<file path="src/design/assist_torque_mode_sequencer_defines.svh">
// ---------------------------------------------------------------------------
// Assist torque mode sequencer: assertion macros
// Assertion forms for the sequencer's top-level RTL file.
// ---------------------------------------------------------------------------
`ifndef ASSIST_TORQUE_MODE_SEQUENCER_DEFINES_SVH
`define ASSIST_TORQUE_MODE_SEQUENCER_DEFINES_SVH

// Property checked on every clock edge while out of reset.
`define ATMS_ASSERT(lbl, prop, msg) \
    lbl: assert property (@(posedge clk) disable iff (!rst_n) (prop)) else $error(msg);

// Property checked on every clock edge, reset included.
`define ATMS_ASSERT_ALWAYS(lbl, prop, msg) \
    lbl: assert property (@(posedge clk) (prop)) else $error(msg);

`endif

</file>
<file path="src/design/atms_pkg.sv">
// ---------------------------------------------------------------------------
// Assist torque mode sequencer package
// Fixed-point constants, mode and register codes, and shared types.
// ---------------------------------------------------------------------------
package atms_pkg;

    // Fixed-point format of the torque scale and width of the anchor counter.
    localparam int SCALE_FRAC_BITS   = 15;
    localparam int ANCHOR_COUNT_BITS = 8;

    localparam int SCALE_W  = SCALE_FRAC_BITS + 1;
    localparam int TORQUE_W = 16;
    localparam int CONF_W   = 16;
    localparam int TIME_W   = 16;
    localparam int WARMUP_W = 8;
    localparam int RATE_W   = 20;
    localparam int RATE_SHIFT = 20;
    localparam int PROD_W   = RATE_W + TIME_W;
    localparam int MODE_W   = 3;

    localparam int CFG_DATA_W  = 20;
    localparam int CFG_INDEX_W = 3;

    // One, and the threshold for active mode, round(0.999 * one).
    localparam longint unsigned SCALE_ONE_L    = 64'd1 << SCALE_FRAC_BITS;
    localparam longint unsigned SCALE_ACTIVE_L = (SCALE_ONE_L * 999 + 500) / 1000;
    localparam logic [SCALE_W-1:0] SCALE_ONE    = SCALE_W'(SCALE_ONE_L);
    localparam logic [SCALE_W-1:0] SCALE_ACTIVE = SCALE_W'(SCALE_ACTIVE_L);

    // Mode codes.
    localparam logic [MODE_W-1:0] MODE_TRANSPARENT = 3'd0;
    localparam logic [MODE_W-1:0] MODE_TRACKING    = 3'd1;
    localparam logic [MODE_W-1:0] MODE_RAMP        = 3'd2;
    localparam logic [MODE_W-1:0] MODE_ACTIVE      = 3'd3;
    localparam logic [MODE_W-1:0] MODE_STOPPING    = 3'd4;
    localparam logic [MODE_W-1:0] MODE_FROZEN      = 3'd5;
    localparam logic [MODE_W-1:0] MODE_FAULT       = 3'd6;

    // Configuration register indexes.
    localparam logic [CFG_INDEX_W-1:0] REG_ENTRY_CONF = 3'd0;
    localparam logic [CFG_INDEX_W-1:0] REG_EXIT_CONF  = 3'd1;
    localparam logic [CFG_INDEX_W-1:0] REG_WARMUP     = 3'd2;
    localparam logic [CFG_INDEX_W-1:0] REG_RAMP_UP    = 3'd3;
    localparam logic [CFG_INDEX_W-1:0] REG_RAMP_DOWN  = 3'd4;

    // Configuration reset values.
    localparam logic [CONF_W-1:0]   ENTRY_CONF_RST = 16'd39321;
    localparam logic [CONF_W-1:0]   EXIT_CONF_RST  = 16'd26214;
    localparam logic [WARMUP_W-1:0] WARMUP_RST     = 8'd3;
    localparam logic [RATE_W-1:0]   RAMP_UP_RST    = 20'd32768;
    localparam logic [RATE_W-1:0]   RAMP_DOWN_RST  = 20'd32768;

    typedef struct packed {
        logic [CONF_W-1:0]   entry_confidence;
        logic [CONF_W-1:0]   exit_confidence;
        logic [WARMUP_W-1:0] warmup_anchors;
        logic [RATE_W-1:0]   ramp_up_rate;
        logic [RATE_W-1:0]   ramp_down_rate;
    } atms_cfg_t;

    typedef struct packed {
        logic              fault_flag;
        logic              freeze_request;
        logic              stop_request;
        logic [CONF_W-1:0] gait_confidence;
        logic              phase_ok;
        logic              anchor_seen;
        logic [TIME_W-1:0] tick_time;
    } atms_item_t;

    typedef struct packed {
        logic [MODE_W-1:0]            mode;
        logic [SCALE_W-1:0]           scale;
        logic [ANCHOR_COUNT_BITS-1:0] anchor_count;
    } atms_state_t;

endpackage

</file>
<file path="src/design/atms_item_if.sv">
// ---------------------------------------------------------------------------
// Sequencer tick channel
// Valid/ready channel that carries one control tick's inputs.
// ---------------------------------------------------------------------------
interface atms_item_if
    import atms_pkg::*;
();
    logic              valid;
    logic              ready;
    logic              fault_flag;
    logic              freeze_request;
    logic              stop_request;
    logic [CONF_W-1:0] gait_confidence;
    logic              phase_ok;
    logic              anchor_seen;
    logic [TIME_W-1:0] tick_time;

    modport source (
        output valid, fault_flag, freeze_request, stop_request,
               gait_confidence, phase_ok, anchor_seen, tick_time,
        input  ready
    );

    modport sink (
        input  valid, fault_flag, freeze_request, stop_request,
               gait_confidence, phase_ok, anchor_seen, tick_time,
        output ready
    );
endinterface

</file>
<file path="src/design/atms_result_if.sv">
// ---------------------------------------------------------------------------
// Sequencer result channel
// Valid/ready channel that carries the mode, torque scale and drive enable.
// ---------------------------------------------------------------------------
interface atms_result_if
    import atms_pkg::*;
();
    logic                valid;
    logic                ready;
    logic [MODE_W-1:0]   mode;
    logic [TORQUE_W-1:0] torque_level;
    logic                drive_enable;

    modport source (
        output valid, mode, torque_level, drive_enable,
        input  ready
    );

    modport sink (
        input  valid, mode, torque_level, drive_enable,
        output ready
    );
endinterface

</file>
<file path="src/design/atms_cfg_regs.sv">
// ---------------------------------------------------------------------------
// Sequencer configuration registers
// Write-only register file for thresholds, warm-up count and ramp rates.
// ---------------------------------------------------------------------------
module atms_cfg_regs
    import atms_pkg::*;
(
    input  logic                   clk,
    input  logic                   rst_n,
    input  logic                   cfg_we,
    input  logic [CFG_INDEX_W-1:0] cfg_index,
    input  logic [CFG_DATA_W-1:0]  cfg_data,
    output atms_cfg_t              cfg
);

    atms_cfg_t cfg_reg;
    atms_cfg_t cfg_next;

    // Decode the write; indexes beyond the list are ignored.
    always_comb
    begin
        cfg_next = cfg_reg;
        if (cfg_we)
        begin
            case (cfg_index)
                REG_ENTRY_CONF: cfg_next.entry_confidence = cfg_data[CONF_W-1:0];
                REG_EXIT_CONF:  cfg_next.exit_confidence  = cfg_data[CONF_W-1:0];
                REG_WARMUP:     cfg_next.warmup_anchors   = cfg_data[WARMUP_W-1:0];
                REG_RAMP_UP:    cfg_next.ramp_up_rate     = cfg_data[RATE_W-1:0];
                REG_RAMP_DOWN:  cfg_next.ramp_down_rate   = cfg_data[RATE_W-1:0];
                default:        cfg_next = cfg_reg;
            endcase
        end
    end

    always_ff @(posedge clk or negedge rst_n)
    begin
        if (!rst_n)
        begin
            cfg_reg.entry_confidence <= ENTRY_CONF_RST;
            cfg_reg.exit_confidence  <= EXIT_CONF_RST;
            cfg_reg.warmup_anchors   <= WARMUP_RST;
            cfg_reg.ramp_up_rate     <= RAMP_UP_RST;
            cfg_reg.ramp_down_rate   <= RAMP_DOWN_RST;
        end
        else
        begin
            cfg_reg <= cfg_next;
        end
    end

    assign cfg = cfg_reg;

endmodule

</file>
<file path="src/design/atms_step.sv">
// ---------------------------------------------------------------------------
// Sequencer step logic
// Next mode, torque scale and anchor count for one tick, with the shared
// ramp multiplier.
// ---------------------------------------------------------------------------
module atms_step
    import atms_pkg::*;
(
    input  atms_item_t  item,
    input  atms_state_t state,
    input  atms_cfg_t   cfg,
    output atms_state_t next
);

    localparam logic [ANCHOR_COUNT_BITS-1:0] ANCHOR_MAX = '1;

    logic [RATE_W-1:0]  rate;
    logic [PROD_W-1:0]  product;
    logic [PROD_W-1:0]  shifted;
    logic [SCALE_W-1:0] step;
    logic [SCALE_W:0]   ramp_sum;
    logic [SCALE_W-1:0] ramp_scale;
    logic [ANCHOR_COUNT_BITS-1:0] count_inc;
    logic               lost;
    logic               entered;

    // One multiplier serves both ramps: stop selects the down rate.
    assign rate    = item.stop_request ? cfg.ramp_down_rate : cfg.ramp_up_rate;
    assign product = PROD_W'(rate) * PROD_W'(item.tick_time);
    assign shifted = product >> RATE_SHIFT;
    assign step    = (shifted > PROD_W'(SCALE_ONE)) ? SCALE_ONE : SCALE_W'(shifted);

    // Ramp-up sum, clamped to one.
    assign ramp_sum   = (SCALE_W + 1)'(state.scale) + (SCALE_W + 1)'(step);
    assign ramp_scale = (ramp_sum > (SCALE_W + 1)'(SCALE_ONE)) ? SCALE_ONE
                                                               : SCALE_W'(ramp_sum);

    // Confidence hysteresis.
    assign lost    = (item.gait_confidence < cfg.exit_confidence) || !item.phase_ok;
    assign entered = (item.gait_confidence >= cfg.entry_confidence) && item.phase_ok;

    // Saturating anchor count.
    assign count_inc = (state.anchor_count < ANCHOR_MAX)
                       ? state.anchor_count + ANCHOR_COUNT_BITS'(1)
                       : state.anchor_count;

    // Flags in priority order, then the mode sequencer.
    always_comb
    begin
        next = state;
        if (item.fault_flag)
        begin
            next.mode  = MODE_FAULT;
            next.scale = '0;
        end
        else if (item.freeze_request)
        begin
            next.mode         = MODE_FROZEN;
            next.scale        = '0;
            next.anchor_count = '0;
        end
        else if (item.stop_request)
        begin
            next.mode  = MODE_STOPPING;
            next.scale = (state.scale > step) ? state.scale - step : '0;
        end
        else
        begin
            case (state.mode)
                MODE_TRANSPARENT:
                begin
                    next.scale        = '0;
                    next.anchor_count = '0;
                    if (entered)
                        next.mode = MODE_TRACKING;
                end
                MODE_TRACKING:
                begin
                    next.scale = '0;
                    if (lost)
                    begin
                        next.mode         = MODE_TRANSPARENT;
                        next.anchor_count = '0;
                    end
                    else if (item.anchor_seen)
                    begin
                        next.anchor_count = count_inc;
                        if (32'(count_inc) >= 32'(cfg.warmup_anchors))
                            next.mode = MODE_RAMP;
                    end
                end
                MODE_RAMP:
                begin
                    if (lost)
                    begin
                        next.mode         = MODE_TRANSPARENT;
                        next.scale        = '0;
                        next.anchor_count = '0;
                    end
                    else
                    begin
                        next.scale = ramp_scale;
                        if (ramp_scale >= SCALE_ACTIVE)
                            next.mode = MODE_ACTIVE;
                    end
                end
                MODE_ACTIVE:
                begin
                    if (lost)
                    begin
                        next.mode         = MODE_TRANSPARENT;
                        next.scale        = '0;
                        next.anchor_count = '0;
                    end
                    else
                    begin
                        next.scale = SCALE_ONE;
                    end
                end
                MODE_STOPPING, MODE_FROZEN:
                begin
                    next.mode         = MODE_TRACKING;
                    next.scale        = '0;
                    next.anchor_count = '0;
                end
                default:
                begin
                    next = state;
                end
            endcase
        end
    end

endmodule

</file>
<file path="src/design/assist_torque_mode_sequencer.sv">
// ---------------------------------------------------------------------------
// Assist torque mode sequencer
// Seven-mode assist sequencer with hysteresis, anchor warm-up and a ramped
// Q1.15 torque scale; one result word for every tick word.
// ---------------------------------------------------------------------------
//
//   Channel     Direction  Contents
//   item_in     sink       fault, freeze, stop, confidence, phase, anchor, time
//   result_out  source     mode, torque_level, drive_enable
//   cfg_*       write      thresholds, warm-up anchors, ramp rates
//
// A word is registered on entry, and its result is computed from the entry
// register and the mode state into the result register, so the entry and
// result registers lie between a tick word and its result word; one word
// per cycle is sustained while the result side is ready. The mode state
// feeds back through its own register alone, which sets the rate.
// Reset clears the mode to transparent, the scale and anchor count to zero
// and loads the register defaults. A stalled result holds its register;
// the entry register still takes one more word behind it.
//
`include "assist_torque_mode_sequencer_defines.svh"

module assist_torque_mode_sequencer
    import atms_pkg::*;
(
    input  logic                   clk,
    input  logic                   rst_n,
    atms_item_if.sink              item_in,
    atms_result_if.source          result_out,
    input  logic                   cfg_we,
    input  logic [CFG_INDEX_W-1:0] cfg_index,
    input  logic [CFG_DATA_W-1:0]  cfg_data
);

    atms_cfg_t   cfg;
    atms_item_t  item_reg;
    atms_item_t  item_next;
    logic        item_valid_reg;
    logic        item_valid_next;
    atms_state_t state_reg;
    atms_state_t state_next;
    atms_state_t step_next;
    logic        out_valid_reg;
    logic        out_valid_next;
    logic        drive_reg;
    logic        drive_next;
    logic        advance;
    logic        fire;
    logic        take;

    // Configuration registers.
    atms_cfg_regs u_cfg (
        .clk       (clk),
        .rst_n     (rst_n),
        .cfg_we    (cfg_we),
        .cfg_index (cfg_index),
        .cfg_data  (cfg_data),
        .cfg       (cfg)
    );

    // Next-state logic for the word in the entry register.
    atms_step u_step (
        .item  (item_reg),
        .state (state_reg),
        .cfg   (cfg),
        .next  (step_next)
    );

    // Handshake: the result register frees when empty or being read.
    assign advance       = !out_valid_reg || result_out.ready;
    assign fire          = item_valid_reg && advance;
    assign item_in.ready = !item_valid_reg || advance;
    assign take          = item_in.valid && item_in.ready;

    // Entry register.
    always_comb
    begin
        item_next.fault_flag      = item_in.fault_flag;
        item_next.freeze_request  = item_in.freeze_request;
        item_next.stop_request    = item_in.stop_request;
        item_next.gait_confidence = item_in.gait_confidence;
        item_next.phase_ok        = item_in.phase_ok;
        item_next.anchor_seen     = item_in.anchor_seen;
        item_next.tick_time       = item_in.tick_time;
        if (take)
            item_valid_next = 1'b1;
        else if (fire)
            item_valid_next = 1'b0;
        else
            item_valid_next = item_valid_reg;
    end

    // Mode state and result register update together when a word is processed.
    always_comb
    begin
        state_next = fire ? step_next : state_reg;
        drive_next = ((step_next.mode == MODE_RAMP) || (step_next.mode == MODE_ACTIVE) ||
                      (step_next.mode == MODE_STOPPING)) && (step_next.scale != '0);
        if (fire)
            out_valid_next = 1'b1;
        else if (result_out.ready)
            out_valid_next = 1'b0;
        else
            out_valid_next = out_valid_reg;
    end

    always_ff @(posedge clk or negedge rst_n)
    begin
        if (!rst_n)
        begin
            item_valid_reg         <= 1'b0;
            out_valid_reg          <= 1'b0;
            state_reg.mode         <= MODE_TRANSPARENT;
            state_reg.scale        <= '0;
            state_reg.anchor_count <= '0;
        end
        else
        begin
            item_valid_reg <= item_valid_next;
            out_valid_reg  <= out_valid_next;
            state_reg      <= state_next;
        end
    end

    // Payload registers.
    always_ff @(posedge clk)
    begin
        if (take)
            item_reg <= item_next;
        if (fire)
            drive_reg <= drive_next;
    end

    // The result shows the state left by the last processed word.
    assign result_out.valid        = out_valid_reg;
    assign result_out.mode         = state_reg.mode;
    assign result_out.torque_level = TORQUE_W'(state_reg.scale);
    assign result_out.drive_enable = drive_reg;

    // Assertions.
    `ATMS_ASSERT(a_scale_bounded, state_reg.scale <= SCALE_ONE, "torque scale above one")
    `ATMS_ASSERT(a_state_holds, !fire |=> $stable(state_reg), "state moved without a word")
    `ATMS_ASSERT(a_zero_scale_modes,
        ((state_reg.mode == MODE_TRANSPARENT) || (state_reg.mode == MODE_TRACKING) ||
         (state_reg.mode == MODE_FROZEN) || (state_reg.mode == MODE_FAULT))
        |-> (state_reg.scale == '0), "nonzero scale in a zero-torque mode")
    `ATMS_ASSERT(a_drive_needs_scale,
        (out_valid_reg && drive_reg) |-> (state_reg.scale != '0),
        "drive enabled with zero scale")
    `ATMS_ASSERT_ALWAYS(a_reset_idle, !rst_n |=> (!item_valid_reg && !out_valid_reg),
        "pipeline busy during reset")

endmodule

</file>
<file path="src/flat_wrapper.sv">
// flat-port wrapper written by rule: the top's interface ports become plain ports
module assist_torque_mode_sequencer_flat import atms_pkg::*;
  (clk, rst_n, cfg_we, cfg_index, cfg_data, item_in_valid, item_in_fault_flag, item_in_freeze_request, item_in_stop_request, item_in_gait_confidence, item_in_phase_ok, item_in_anchor_seen, item_in_tick_time, item_in_ready, result_out_valid, result_out_mode, result_out_torque_level, result_out_drive_enable, result_out_ready);
  atms_item_if item_in_i ();
  atms_result_if result_out_i ();
  input  logic clk;
  input  logic rst_n;
  input  logic cfg_we;
  input  logic [CFG_INDEX_W-1:0] cfg_index;
  input  logic [CFG_DATA_W-1:0] cfg_data;
  input wire logic [$bits(item_in_i.valid)-1:0] item_in_valid;
  input wire logic [$bits(item_in_i.fault_flag)-1:0] item_in_fault_flag;
  input wire logic [$bits(item_in_i.freeze_request)-1:0] item_in_freeze_request;
  input wire logic [$bits(item_in_i.stop_request)-1:0] item_in_stop_request;
  input wire logic [$bits(item_in_i.gait_confidence)-1:0] item_in_gait_confidence;
  input wire logic [$bits(item_in_i.phase_ok)-1:0] item_in_phase_ok;
  input wire logic [$bits(item_in_i.anchor_seen)-1:0] item_in_anchor_seen;
  input wire logic [$bits(item_in_i.tick_time)-1:0] item_in_tick_time;
  output wire logic [$bits(item_in_i.ready)-1:0] item_in_ready;
  output wire logic [$bits(result_out_i.valid)-1:0] result_out_valid;
  output wire logic [$bits(result_out_i.mode)-1:0] result_out_mode;
  output wire logic [$bits(result_out_i.torque_level)-1:0] result_out_torque_level;
  output wire logic [$bits(result_out_i.drive_enable)-1:0] result_out_drive_enable;
  input wire logic [$bits(result_out_i.ready)-1:0] result_out_ready;
  assign item_in_i.valid = item_in_valid;
  assign item_in_i.fault_flag = item_in_fault_flag;
  assign item_in_i.freeze_request = item_in_freeze_request;
  assign item_in_i.stop_request = item_in_stop_request;
  assign item_in_i.gait_confidence = item_in_gait_confidence;
  assign item_in_i.phase_ok = item_in_phase_ok;
  assign item_in_i.anchor_seen = item_in_anchor_seen;
  assign item_in_i.tick_time = item_in_tick_time;
  assign item_in_ready = item_in_i.ready;
  assign result_out_valid = result_out_i.valid;
  assign result_out_mode = result_out_i.mode;
  assign result_out_torque_level = result_out_i.torque_level;
  assign result_out_drive_enable = result_out_i.drive_enable;
  assign result_out_i.ready = result_out_ready;
  assist_torque_mode_sequencer u_core (.clk(clk), .rst_n(rst_n), .item_in(item_in_i), .result_out(result_out_i), .cfg_we(cfg_we), .cfg_index(cfg_index), .cfg_data(cfg_data));
endmodule
</file>
<file path="config.mk">
export PLATFORM = sky130hd
export DESIGN_NAME = assist_torque_mode_sequencer_flat
export DESIGN_NICKNAME = d
export VERILOG_FILES = /design/src/design/atms_pkg.sv /design/src/design/atms_item_if.sv /design/src/design/atms_result_if.sv /design/src/design/atms_cfg_regs.sv /design/src/design/atms_step.sv /design/src/design/assist_torque_mode_sequencer.sv /design/src/flat_wrapper.sv
export VERILOG_INCLUDE_DIRS = /design/src /design/src/design
export SDC_FILE = /design/constraint.sdc
export NUM_CORES = 1
export LEC_CHECK = 0
export BUFFER_PORTS_ARGS = -buffer_cell sky130_fd_sc_hd__buf_2
export CAP_MARGIN = 20
export CORE_MARGIN = 3
export CORE_UTILIZATION = 50
export DETAILED_ROUTE_END_ITERATION = 6
export GPL_TIMING_DRIVEN = 1
export PLACE_DENSITY = 0.77
export SLEW_MARGIN = 25
export SYNTH_ARGS = -nofsm -noshare
export SYNTH_HDL_FRONTEND = slang
export SYNTH_HIERARCHICAL = 1
export SYNTH_SLANG_ARGS = --single-unit
</file>
<file path="constraint.sdc">
create_clock -name clk -period 21.5 [get_ports clk]
set_input_delay 4.3 -clock clk [delete_from_list [all_inputs] [get_ports clk]]
set_output_delay 4.3 -clock clk [all_outputs]
set_load 0.02 [all_outputs]
</file>
## Word-level counts from Yosys, hierarchy flattened

Cells that the tools add are included.

| cells by class | value |
|---|---|
| equality and inequality tests | 14 |
| magnitude comparators | 8 |
| $add $sub $neg | 3 |
| multipliers | 1 |
| multiplexer cells | 25 |
| bitwise gates (word level) | 1 |
| reduce and logical (&&, ||, !) cells | 25 |

Operators by type and width:

| cell | count |
|---|---|
| one-hot mux 27 bit (5 select lines) | 1 |
| two-way mux 16 bit | 4 |
| two-way mux 19 bit | 3 |
| two-way mux 8 bit | 5 |
| multiplier 20 x 16 -> 36 bit | 1 |
| two-way mux 27 bit | 1 |
| two-way mux 20 bit | 1 |
| == test 3 x 2 -> 1 bit, second input constant | 6 |
| two-way mux 3 bit | 6 |
| adder 16 x 16 -> 17 bit | 1 |
| greater-than comparator 17 x 16 -> 1 bit, second input constant | 1 |
| >= comparator 16 x 15 -> 1 bit, second input constant | 1 |
| >= comparator 16 bit | 1 |
| greater-than comparator 16 bit | 1 |
| greater-than comparator 16 bit, second input constant | 1 |
| < comparator 16 bit | 1 |
| nonzero test 16 bit | 1 |
| subtractor 16 bit | 1 |
| == test 3 bit, second input constant | 4 |
| AND reduction 2 bit | 5 |
| adder 8 x 1 -> 8 bit, second input constant | 1 |
| >= comparator 8 bit | 1 |
| < comparator 8 bit, second input constant | 1 |
| == test 3 x 1 -> 1 bit, second input constant | 2 |
| 12 further kinds | 26 |

| storage, ports and cells | value |
|---|---|
| bits in registers | 147 |
| output and inout port bits | 22 |
| input bits | 65 |

## Logic depth before layout (Yosys ltp)

Gate-level depths: netlist of the first run.

| logic depth | value |
|---|---|
| depth after elaboration | 18 |
| mapped depth | 43 |
| gate-level depth less buffers | 39 |

## Cells and area by module

The synthesis of the first run kept the hierarchy.

Modules (own cells, without submodules):

| module | instances | seq. area each (µm²) | area each (µm²) | cells each |
|---|---|---|---|---|
| atms_step | 1 | 0.0 | 13735.7 | 1684 |
| atms_cfg_regs | 1 | 2026.9 | 3047.9 | 173 |
| assist_torque_mode_sequencer | 1 | 1866.8 | 2509.9 | 129 |

## Worst setup path before layout of the first run

Ideal clock, no wire load.

| timing | value |
|---|---|
| path kind | reg2reg |
| start | register u_core/item_reg[34] in the netlist's numbering |
| end | register u_core.drive_reg, in the netlist u_core/result_out.drive_enable, data pin |
| required time | 21.223 ns |
| arrival time | 9.369 ns |
| stages on the path, launching flop included | 41 |
| setup time | 0.277 ns |
| buffers on the path | 6 |
| path slack | 11.854 ns |
| clock period less this slack | 9.646 ns |
| path through | edfxtp_1 -> buf_6 -> clkbuf_1 -> clkbuf_1 -> mux2_2 -> clkbuf_1 -> nand2_1 -> fa_1 -> fa_1 -> fa_1 -> inv_1 -> ha_1 -> fa_1 -> inv_1 -> fa_1 -> inv_1 -> ha_1 -> a211oi_1 -> [... 5 more ...] -> o21bai_2 -> xnor2_4 -> inv_2 -> buf_2 -> nand2_1 -> ha_1 -> buf_4 -> nor2_1 -> a211oi_1 -> nand3_1 -> a31oi_1 -> o21ai_0 -> xor2_1 -> nor2_2 -> a41oi_2 -> o21ai_0 -> nor4_1 -> a41oi_1 |

RTL lines:

| element | RTL line | text |
|---|---|---|
| start: declaration | assist_torque_mode_sequencer.sv:36 | `atms_item_t item_reg;` |
| start signal: assignment | assist_torque_mode_sequencer.sv:129 | `item_reg <= item_next;` |
| end signal: assignment | assist_torque_mode_sequencer.sv:131 | `drive_reg <= drive_next;` |
| end: declaration | assist_torque_mode_sequencer.sv:45 | `logic drive_reg;` |

==> results_dict.tcl, run 1 <==
set metrics [dict create \
    dp.final_hpwl_um 37200 \
    rsz0062_at_grt "no" \
    cts_tree "done" \
    synth-edff-count 38 \
    via_per_inst 5.68 \
    wl_um 48400 \
    maxCapViolCount 0 \
    max_slew_margin_pct 32.5 \
    wl_met3_um 2910 \
    synth_nets 2479 \
    path_max_fanout 42 \
    clk-insertion-delay-late_ps 460 \
    coreArea_mm2 0.0378 \
    wl_per_cell_um 19.3 \
    start_util_pct 51.0 \
    rows 71 \
    postCtsHoldBufs 0 \
    register_area_mm2 0.00389 \
    cts_resized 0 \
    num_antenna_cells 0 \
    gp_congestion 0.925 \
    setup_viol 0 \
    cts_buffer_depth 2 \
    via_count 14300 \
    cts.sinks 147 \
    slew_violations 0 \
    post_cts_buffers 0 \
    die_w_um 202 \
    layout_common_cells "322 x inv_1, 251 x fa_1, 237 x nand2_1, 177 x ha_1, 152 x and2_1" \
    path_delay_family "adder cells" \
    grt_max_degree 64 \
    worstMarginPinSlew_ps 1010 \
    cts.root.buffer_cell "clkbuf_16" \
    synth.avg_cell_area_um2 9.71 \
    syn2layout_area_growth_pct 6.25 \
    grt_pass1_wl_um 79300 \
    dr.pass1.iters 6 \
    final_common_cell "inv_1" \
    critPathArrivalTime_ps 11060 \
    ioPinCount 87 \
    critPathMaxStageDelay_ps 600 \
    multi_input_area_mm2 0.0137 \
    antenna_found_initial 0 \
    drive_above_1_share_pct 15.2 \
    wl_met1_um 19300 \
    nFillCells 3339 \
    fmax_mhz 91.8 \
    largest_register_ffs 80 \
    worst_setup_path_end_kind "register" \
    min_path_type "reg2reg" \
    crit_required_ps 21660 \
    status "finished clean" \
    nets 2483 \
    synth_cell_type_count 77 \
    cp.buffers_inverters 6 \
    hold_viol 0 \
    h-tree-depth 4 \
    start_kind "register" \
    drt-initial-drc-count 1048 \
    synth_seq_area_share_pct 20.2 \
    die_height_um 202 \
    grt_pass1_vias 15500 \
    fin_setup_tns_ps 0 \
    ys.flop_type "dfrtp_1" \
    cts_made_buffers 17 \
    worstSetupPathType "reg2reg" \
    highest_layer "met4" \
    dr_wl_met2_um 23900 \
    synth_area_mm2 0.0193 \
    ys_ff_latch 147 \
    period_minus_slack_ps 10890 \
    syn-instance-count 1986 \
    cp_common_cell "fa_1" \
    synth_warnings 6 \
    io_buffers 86 \
    clk_pin_slew_ps 60 \
    postSynth.asyncResetShare_pct 74.1 \
    die_area_mm2 0.0410 \
    period_share_pct 50.7 \
    skew_ps 22.5 \
    grt.total_usage_pct 24.3 \
    drtAntennaViolNets 0 \
    route.detailed.drc 0 \
    overflow 0 \
    crit_slowest_cell "mux2_2" \
]
## stage by stage
step / instance area, um^2 / hold WS (ps) / cells / worst slack, ps / utilization [%]
6_report: 20500 / 505 / 2514 / 10610 / 54.2
5_1_grt: 20500 / 518 / 2514 / 10080 / 54.2
4_1_cts: 20500 / 505 / 2513 / 10750 / 54.1
3_5_place_dp: 19900 / 490 / 2481 / 10790 / 52.6
3_3_place_gp: 19900 / 484 / 2479 / 10920 / 52.5
2_1_floorplan: 19300 / 475 / 1986 / 11850 / -
## cells in the mapped netlist (9+ instances only)
cell type / instances / area [um^2]
a21o_1: 17 / 128
a21oi_1: 66 / 330
and2_1: 153 / 957
buf_2: 12 / 60.1
buf_4: 20 / 150
clkbuf_1: 69 / 259
dfrtp_1: 89 / 2230
dfstp_2: 20 / 526
edfxtp_1: 38 / 1140
fa_1: 251 / 5020
ha_1: 177 / 2210
inv_1: 322 / 1210
mux2_2: 110 / 1240
mux2_4: 20 / 300
nand2_1: 237 / 890
nand2b_1: 16 / 100
nand3_1: 19 / 95.1
nand4_1: 9 / 56.3
nor2_1: 54 / 203
nor2b_1: 14 / 87.6
nor3_1: 15 / 75.1
nor4_1: 14 / 87.6
o21a_1: 14 / 105
o21ai_0: 52 / 260
o21bai_1: 9 / 67.6
xnor2_1: 31 / 272
xor2_1: 9 / 78.8
## final cells by class
type,instances,area share (%)
Inverter,323,5.91
Timing Repair Buffer,92,2.43
Clock inverter,14,0.671
Sequential cell,147,19.0
Tap cell,511,3.12
Multi-Input combinational cell,1409,66.7
Clock buffer,18,2.20
## worst paths after layout
path	start	depth (start not counted)	endpoint	slack, ps
worst max-delay path	u_core/item_reg[34]$_DFFE_PP_	36	u_core/result_out.drive_enable$_DFFE_PP_	10610
max in group asynchronous	rst_n	2	u_core/result_out.torque_level[10]$_DFFE_PN0P_	16430
worst max register to register	u_core/item_reg[34]$_DFFE_PP_	36	u_core/result_out.drive_enable$_DFFE_PP_	10610
worst min register to register	u_core/u_cfg/cfg[37]$_DFFE_PN0P_	1	u_core/u_cfg/cfg[37]$_DFFE_PN0P_	510
worst min-delay path	u_core/u_cfg/cfg[37]$_DFFE_PN0P_	1	u_core/u_cfg/cfg[37]$_DFFE_PN0P_	510
min in group asynchronous	rst_n	1	u_core/u_cfg/cfg[78]$_DFFE_PN0P_	3840
## kinds of logic after synthesis
kind of cell	count (synthesis)	synth area share [%]
simple gates	566	14.8
buf+inv	430	9.07
fa+ha+maj	428	37.5
compound gates	242	8.37
flops	147	20.2
mux	132	8.08
xor+xnor	41	1.96
## layer usage
layer / vias up / global-route usage (%)
met5: - / 0
met1: 7193 / 30.3
met4: 0 / 12.0
li1: 6397 / -
met3: 150 / 4.19
met2: 546 / 41.0
Power of run 1 is left out: the tool's default activity adds up to more than one toggle a clock period on the data nets, which glitch-free logic cannot reach.
==> run 2: changes to the inputs <==
Settings changed: ABC_AREA from default to 1, PLACE_DENSITY 0.77 to 0.79.
Clock period 21.5 ns to 9.2 ns, I/O delays scaled along.
==> run 2 against run 1 <==
- the run now ends with setup timing left
- non-clock buffer count up 354
- global-route usage up 5.8 points
- via count up 34%
- sequential share of layout area down 3.4 points
- fmax up 13%
- critical endpoint unchanged
==> results_dict.tcl, run 2 <==
set metrics [dict create \
    cp_common_cell "nand2_2" \
    die_area_mm2 0.0425 \
    clk_pin_slew_ps 70 \
    wl_per_cell_um 18.0 \
    synth_area_leaders "fa_1 25%, nand2_1 13%, dfrtp_1 11%" \
    synth_cell_type_count 56 \
    r2r_start "u_core/item_reg[34]$_DFFE_PP_" \
    nets 3468 \
    synth-edff-count 38 \
    worstMarginPinSlew_ps 984 \
    ioPinCount 87 \
    wl_met3_um 5160 \
    dr.pass1.iters 6 \
    status "finished, violations left" \
    max_slew_margin_pct 34.1 \
    yosys-top-cells-count "705 x nand2_1, 469 x inv_1, 251 x fa_1, 233 x nor2_1, 177 x ha_1" \
    coreArea_mm2 0.0391 \
    gp_congestion 1.03 \
    start_kind "register" \
    postSynth.asyncResetShare_pct 74.1 \
    critPathMaxStageDelay_ps 590 \
    layout_common_cells "660 x nand2_1, 443 x inv_1, 330 x buf_4, 240 x fa_1, 215 x nor2_1" \
    dp.final_hpwl_um 48800 \
    via_count 19200 \
    synth_area_mm2 0.0200 \
    grt_pass1_vias 20000 \
    rsz0062_at_grt "yes" \
    die_height_um 206 \
    ff2ff_setup_slack_ps -480 \
    synth_warnings 6 \
    via_per_inst 5.47 \
    cts_buffer_depth 2 \
    highest_layer "met4" \
    worst_setup_path_end_kind "register" \
    path_max_fanout 8 \
    cts.sinks 147 \
    yosysMostFrequentCell "nand2_1" \
    whs_endpoint "u_core/u_cfg/cfg[53]$_DFFE_PN1P_" \
    synth_nets 3099 \
    reg2reg_depth 57 \
    worstSetupPathType "reg2reg" \
    num_antenna_cells 0 \
    cts.root.buffer_cell "clkbuf_16" \
    overflow 0 \
    drt-initial-drc-count 1581 \
    hold_viol 0 \
    critPathArrivalTime_ps 9980 \
    clk-insertion-delay-late_ps 460 \
    setup.worst_path.start "u_core/item_reg[34]$_DFFE_PP_" \
    wl_um 63200 \
    synth_top_area_share_pct 25.1 \
    grt_max_degree 81 \
    yosys.area.top_type "fa_1" \
    placed_cells_incl_taps 3426 \
    slew_violations 0 \
    grt_pass1_wl_um 101000 \
    largest_register_ffs 80 \
    r2r-end "u_core/result_out.drive_enable$_DFFE_PP_" \
    period_minus_slack_ps 9680 \
    setup_viol 18 \
    syn-instance-count 2606 \
    hold_depth 2 \
    final-instance-count-excl-fill 3506 \
    fin_hold_ws_ps 465 \
    ys.flop_type "dfrtp_1" \
    antenna_found_initial 0 \
    fin_area_mm2 0.0249 \
    die_w_um 206 \
    maxCapViolCount 0 \
    wl_met1_um 24600 \
    drtAntennaViolNets 0 \
    cts_tree "done" \
    hp-start "u_core/u_cfg/cfg[53]$_DFFE_PN1P_" \
    cts_made_buffers 17 \
    fin_ws_ps -479 \
    io_buffers 86 \
    crit_required_ps 9500 \
    h-tree-depth 4 \
    synth.avg_cell_area_um2 7.69 \
    start_util_pct 51.2 \
    route.detailed.drc 0 \
    placed_area_mm2 0.0230 \
    skew_ps 24.8 \
    ys_ff_latch 147 \
    min_path_type "reg2reg" \
    final_common_cell "nand2_1" \
    violations "setup timing" \
    rows 72 \
    period_share_pct 105 \
    fmax_mhz 103 \
    dr_wl_met2_um 30400 \
    utilization_pct 63.7 \
    synth_seq_area_share_pct 19.4 \
    postCtsHoldBufs 0 \
    crit_slowest_cell "fa_2" \
    drive_above_1_share_pct 25.5 \
    syn2layout_area_growth_pct 24.4 \
    grt.total_usage_pct 30.1 \
]
## run 2: cell types whose count changed after synthesis, sizes merged, moves of 20 or more
cell / previous run / this run
nor2: 55 / 239
mux2: 130 / 0
nand3: 19 / 114
xnor2: 32 / 6
or2: 5 / 34
inv: 323 / 490
and2: 156 / 1
o21ai: 53 / 90
clkbuf: 69 / 49
a21oi: 67 / 90
nand2: 238 / 729
## run 2: worst max-delay path, delay by kind of cell (launching register included)
| family | cells | cell delay (ps) |
|---|---|---|
| simple gates | 29 | 2750 |
| buf+inv | 12 | 1300 |
| compound gates | 7 | 1070 |
| flops | 1 | 490 |
| fa+ha+maj | 9 | 3940 |
## run 2: worst max path at each step
| stage | to | slack, ps | depth (start not counted) |
|---|---|---|---|
| floorplan | u_core/result_out.drive_enable$_DFFE_PP_ | 90 | 60 |
| global placement | u_core/result_out.drive_enable$_DFFE_PP_ | -660 | 55 |
| detailed placement | u_core/result_out.drive_enable$_DFFE_PP_ | -870 | 61 |
| CTS | u_core/result_out.drive_enable$_DFFE_PP_ | -410 | 62 |
| global route | u_core/result_out.drive_enable$_DFFE_PP_ | -980 | 61 |
| finish | u_core/result_out.drive_enable$_DFFE_PP_ | -480 | 57 |
## run 2: layout make-up
type | count | area, um^2
Multi-Input combinational cell | 1862 | 14500
Fill cell | 3219 | 14200
Sequential cell | 147 | 3890
Timing Repair Buffer | 446 | 3340
Inverter | 501 | 1910
Tap cell | 518 | 648
Clock buffer | 17 | 425
Clock inverter | 15 | 193
## run 2: metrics by stage
| step | worst slack [ps] | setup TNS, ps |
|---|---|---|
| 3_3_place_gp | -658 | -6600 |
| 6_report | -479 | -4060 |
| 3_5_place_dp | -875 | -10260 |
| 5_1_grt | -981 | -12350 |
| 4_1_cts | -411 | -2860 |
| 2_1_floorplan | 85.2 | 0 |
## run 2: layer usage
layer	up-vias	GRT usage, %
li1	8698	-
met1	9305	38.0
met2	954	50.4
met3	220	6.06
met4	0	13.1
met5	-	0
## run 2: what timing repair did
item | CTS | global route
buffers inserted | 29 | 19
endpoints found under the setup margin | 18 | 18
pin swaps | 61 | 72
cloned | 1 | 0
gates resized for setup | 145 | 116
endpoints found under the hold margin | 0 | 0
## run 2: cells by family (layout without fill, tap and decap cells)
| logic type | after synthesis | count (layout) | synth area share, % |
|---|---|---|---|
| simple gates | 1163 | 1163 | 24.3 |
| buf+inv | 597 | 979 | 12.0 |
| fa+ha+maj | 428 | 428 | 36.1 |
| compound gates | 244 | 244 | 6.88 |
| flops | 147 | 147 | 19.4 |
| xor+xnor | 27 | 27 | 1.18 |
Power of run 2 is left out for the same reason.
==> run 3: changes to the inputs <==
Settings changed: MAX_ROUTING_LAYER from default to met4, PLACE_DENSITY 0.79 to default, PLACE_DENSITY_LB_ADDON from default to 0.05.
==> run 3 against run 2 <==
- the flow still finishes with violations (setup timing)
- non-clock buffer count increased by 32
- final cell count increased by 0.91%
- register-to-register slack improved by 160 ps
- critical path depth increased by 1
- global-route usage increased by 1.8 points
- sequential cell count unchanged
- clock skew decreased by 11 ps
- worst setup slack improved by 160 ps
- clock-buffer cell count unchanged
- core utilization increased by 1.9 points
- via count decreased by 3.0%
==> results_dict.tcl, run 3 (same netlist as run 2, synthesis figures left out) <==
set metrics [dict create \
    status "finished, violations left" \
    violations "setup timing" \
    h-tree-depth 4 \
    final_common_cell "nand2_1" \
    rsz0062_at_grt "yes" \
    max_slew_margin_pct 27.0 \
    die_area_mm2 0.0425 \
    die_height_um 206 \
    coreArea_mm2 0.0391 \
    path_delay_family "adder cells" \
    grt.total_usage_pct 31.9 \
    grt_pass1_vias 19700 \
    drt-initial-drc-count 1081 \
    clk-insertion-delay-late_ps 440 \
    rows 72 \
    fin_ws_ps -317 \
    route.detailed.drc 0 \
    via_count 18600 \
    grt_pass1_wl_um 102000 \
    die_w_um 206 \
    critPathMaxStageDelay_ps 570 \
    critPathArrivalTime_ps 9710 \
    via_per_inst 5.26 \
    utilization_pct 65.7 \
    io_buffers 86 \
    worstSetupPathType "reg2reg" \
    syn2layout_area_growth_pct 28.1 \
    reg2reg_depth 58 \
    crit_slowest_cell "fa_1" \
    fmax_mhz 105 \
    fin_hold_ws_ps 462 \
    path_max_fanout 11 \
    r2r-end "u_core/result_out.drive_enable$_DFFE_PP_" \
    cts_made_buffers 17 \
    period_minus_slack_ps 9520 \
    cp.buffers_inverters 14 \
    nets 3500 \
    cts_buffer_depth 2 \
    placed_area_mm2 0.0234 \
    cts.root.buffer_cell "clkbuf_16" \
    antenna_found_initial 0 \
    crit_required_ps 9390 \
    worst_setup_path_end_kind "register" \
    period_share_pct 103 \
    wl_per_cell_um 18.0 \
    dr.pass1.iters 6 \
    worstMarginPinSlew_ps 1090 \
    ioPinCount 87 \
    skew_ps 13.5 \
    overflow 0 \
    largest_register_ffs 80 \
    dp_slack_ps -927 \
    setup_viol 12 \
    cp.depth 58 \
    clk_pin_slew_ps 80 \
    cts_tree "done" \
    drtAntennaViolNets 0 \
    slew_violations 0 \
    hp-start "u_core/u_cfg/cfg[62]$_DFFE_PN1P_" \
    layout_common_cells "662 x nand2_1, 441 x inv_1, 351 x buf_4, 235 x fa_1, 213 x nor2_1" \
    grt_max_degree 57 \
    hold_depth 2 \
    cp_common_cell "nand2_1" \
    ff2ff_setup_slack_ps -320 \
    min_path_type "reg2reg" \
    r2r_start "u_core/item_reg[34]$_DFFE_PP_" \
    hold_viol 0 \
    start_util_pct 51.2 \
    drive_above_1_share_pct 27.7 \
    wl_um 63800 \
    whs_endpoint "u_core/u_cfg/cfg[62]$_DFFE_PN1P_" \
    start_kind "register" \
    cts.sinks 147 \
    gp_congestion 0.975 \
    dp.final_hpwl_um 50700 \
    maxCapViolCount 0 \
    num_antenna_cells 0 \
    fin_area_mm2 0.0257 \
]
-- run 3: cell count changes in the layout (fill, tap and decap cells not counted), moves of 10 or more --
| cell | change |
|---|---|
| a31oi_1 | -11 |
| nand2_4 | +10 |
| or2_4 | +10 |
| buf_4 | +21 |
| or2_2 | -10 |
| nand2_2 | -12 |
-- run 3: area by class of cell --
cell class	instances	area, um^2
clock inverter	15	159
sequential	147	3890
tap	518	648
inverter	501	1930
clock buffer	17	425
fill	3461	13400
timing repair buffer	478	3670
multi-input combinational	1862	14900
-- run 3: metrics by stage --
step / std cells / setup TNS, ps
after floorplan: 2606 / 0
after global placement: 3462 / -9270
after detailed placement: 3462 / -12290
after CTS: 3522 / -1270
after global routing: 3538 / -9370
final: 3538 / -1420
-- run 3: repair_timing --
item,in CTS,in global routing
hold buffers,0,0
resized for setup,197,150
endpoints found under the setup margin,18,18
cloned,0,0
setup buffers,28,16
endpoints found under the hold margin,0,0
pin swaps,78,99
-- run 3: worst reg2reg max path: cells and delay by family (launching register included) --
| kind | cells | cell delay (ps) |
|---|---|---|
| buffers and inverters | 14 | 1530 |
| adder cells (fa/ha/maj) | 8 | 3550 |
| AO/OA/AOI/OAI | 6 | 820 |
| XOR/XNOR | 1 | 190 |
| flip-flops | 1 | 390 |
| AND/OR/NAND/NOR | 29 | 2820 |
-- run 3: layer usage --
metal  share of wire, %  routed length (um)  up-vias  track usage [%]
li1                   -                   -     8771                -
met1                 40               25500     9016             38.4
met2                 49               31300      622             53.3
met3                5.8                3680      190             4.87
met4                5.1                3250        0             14.0
met5                  0                   0        -                -
-- run 3: worst max-delay path by stage --
| stage | start | to |
|---|---|---|
| floorplan | u_core/item_reg[34]$_DFFE_PP_ | u_core/result_out.drive_enable$_DFFE_PP_ |
| global placement | u_core/item_reg[34]$_DFFE_PP_ | u_core/result_out.drive_enable$_DFFE_PP_ |
| detailed placement | u_core/item_reg[34]$_DFFE_PP_ | u_core/result_out.drive_enable$_DFFE_PP_ |
| CTS | u_core/item_reg[34]$_DFFE_PP_ | u_core/result_out.drive_enable$_DFFE_PP_ |
| global route | u_core/item_reg[34]$_DFFE_PP_ | u_core/result_out.drive_enable$_DFFE_PP_ |
| finish | u_core/item_reg[34]$_DFFE_PP_ | u_core/result_out.drive_enable$_DFFE_PP_ |
Power of run 3 is left out for the same reason.
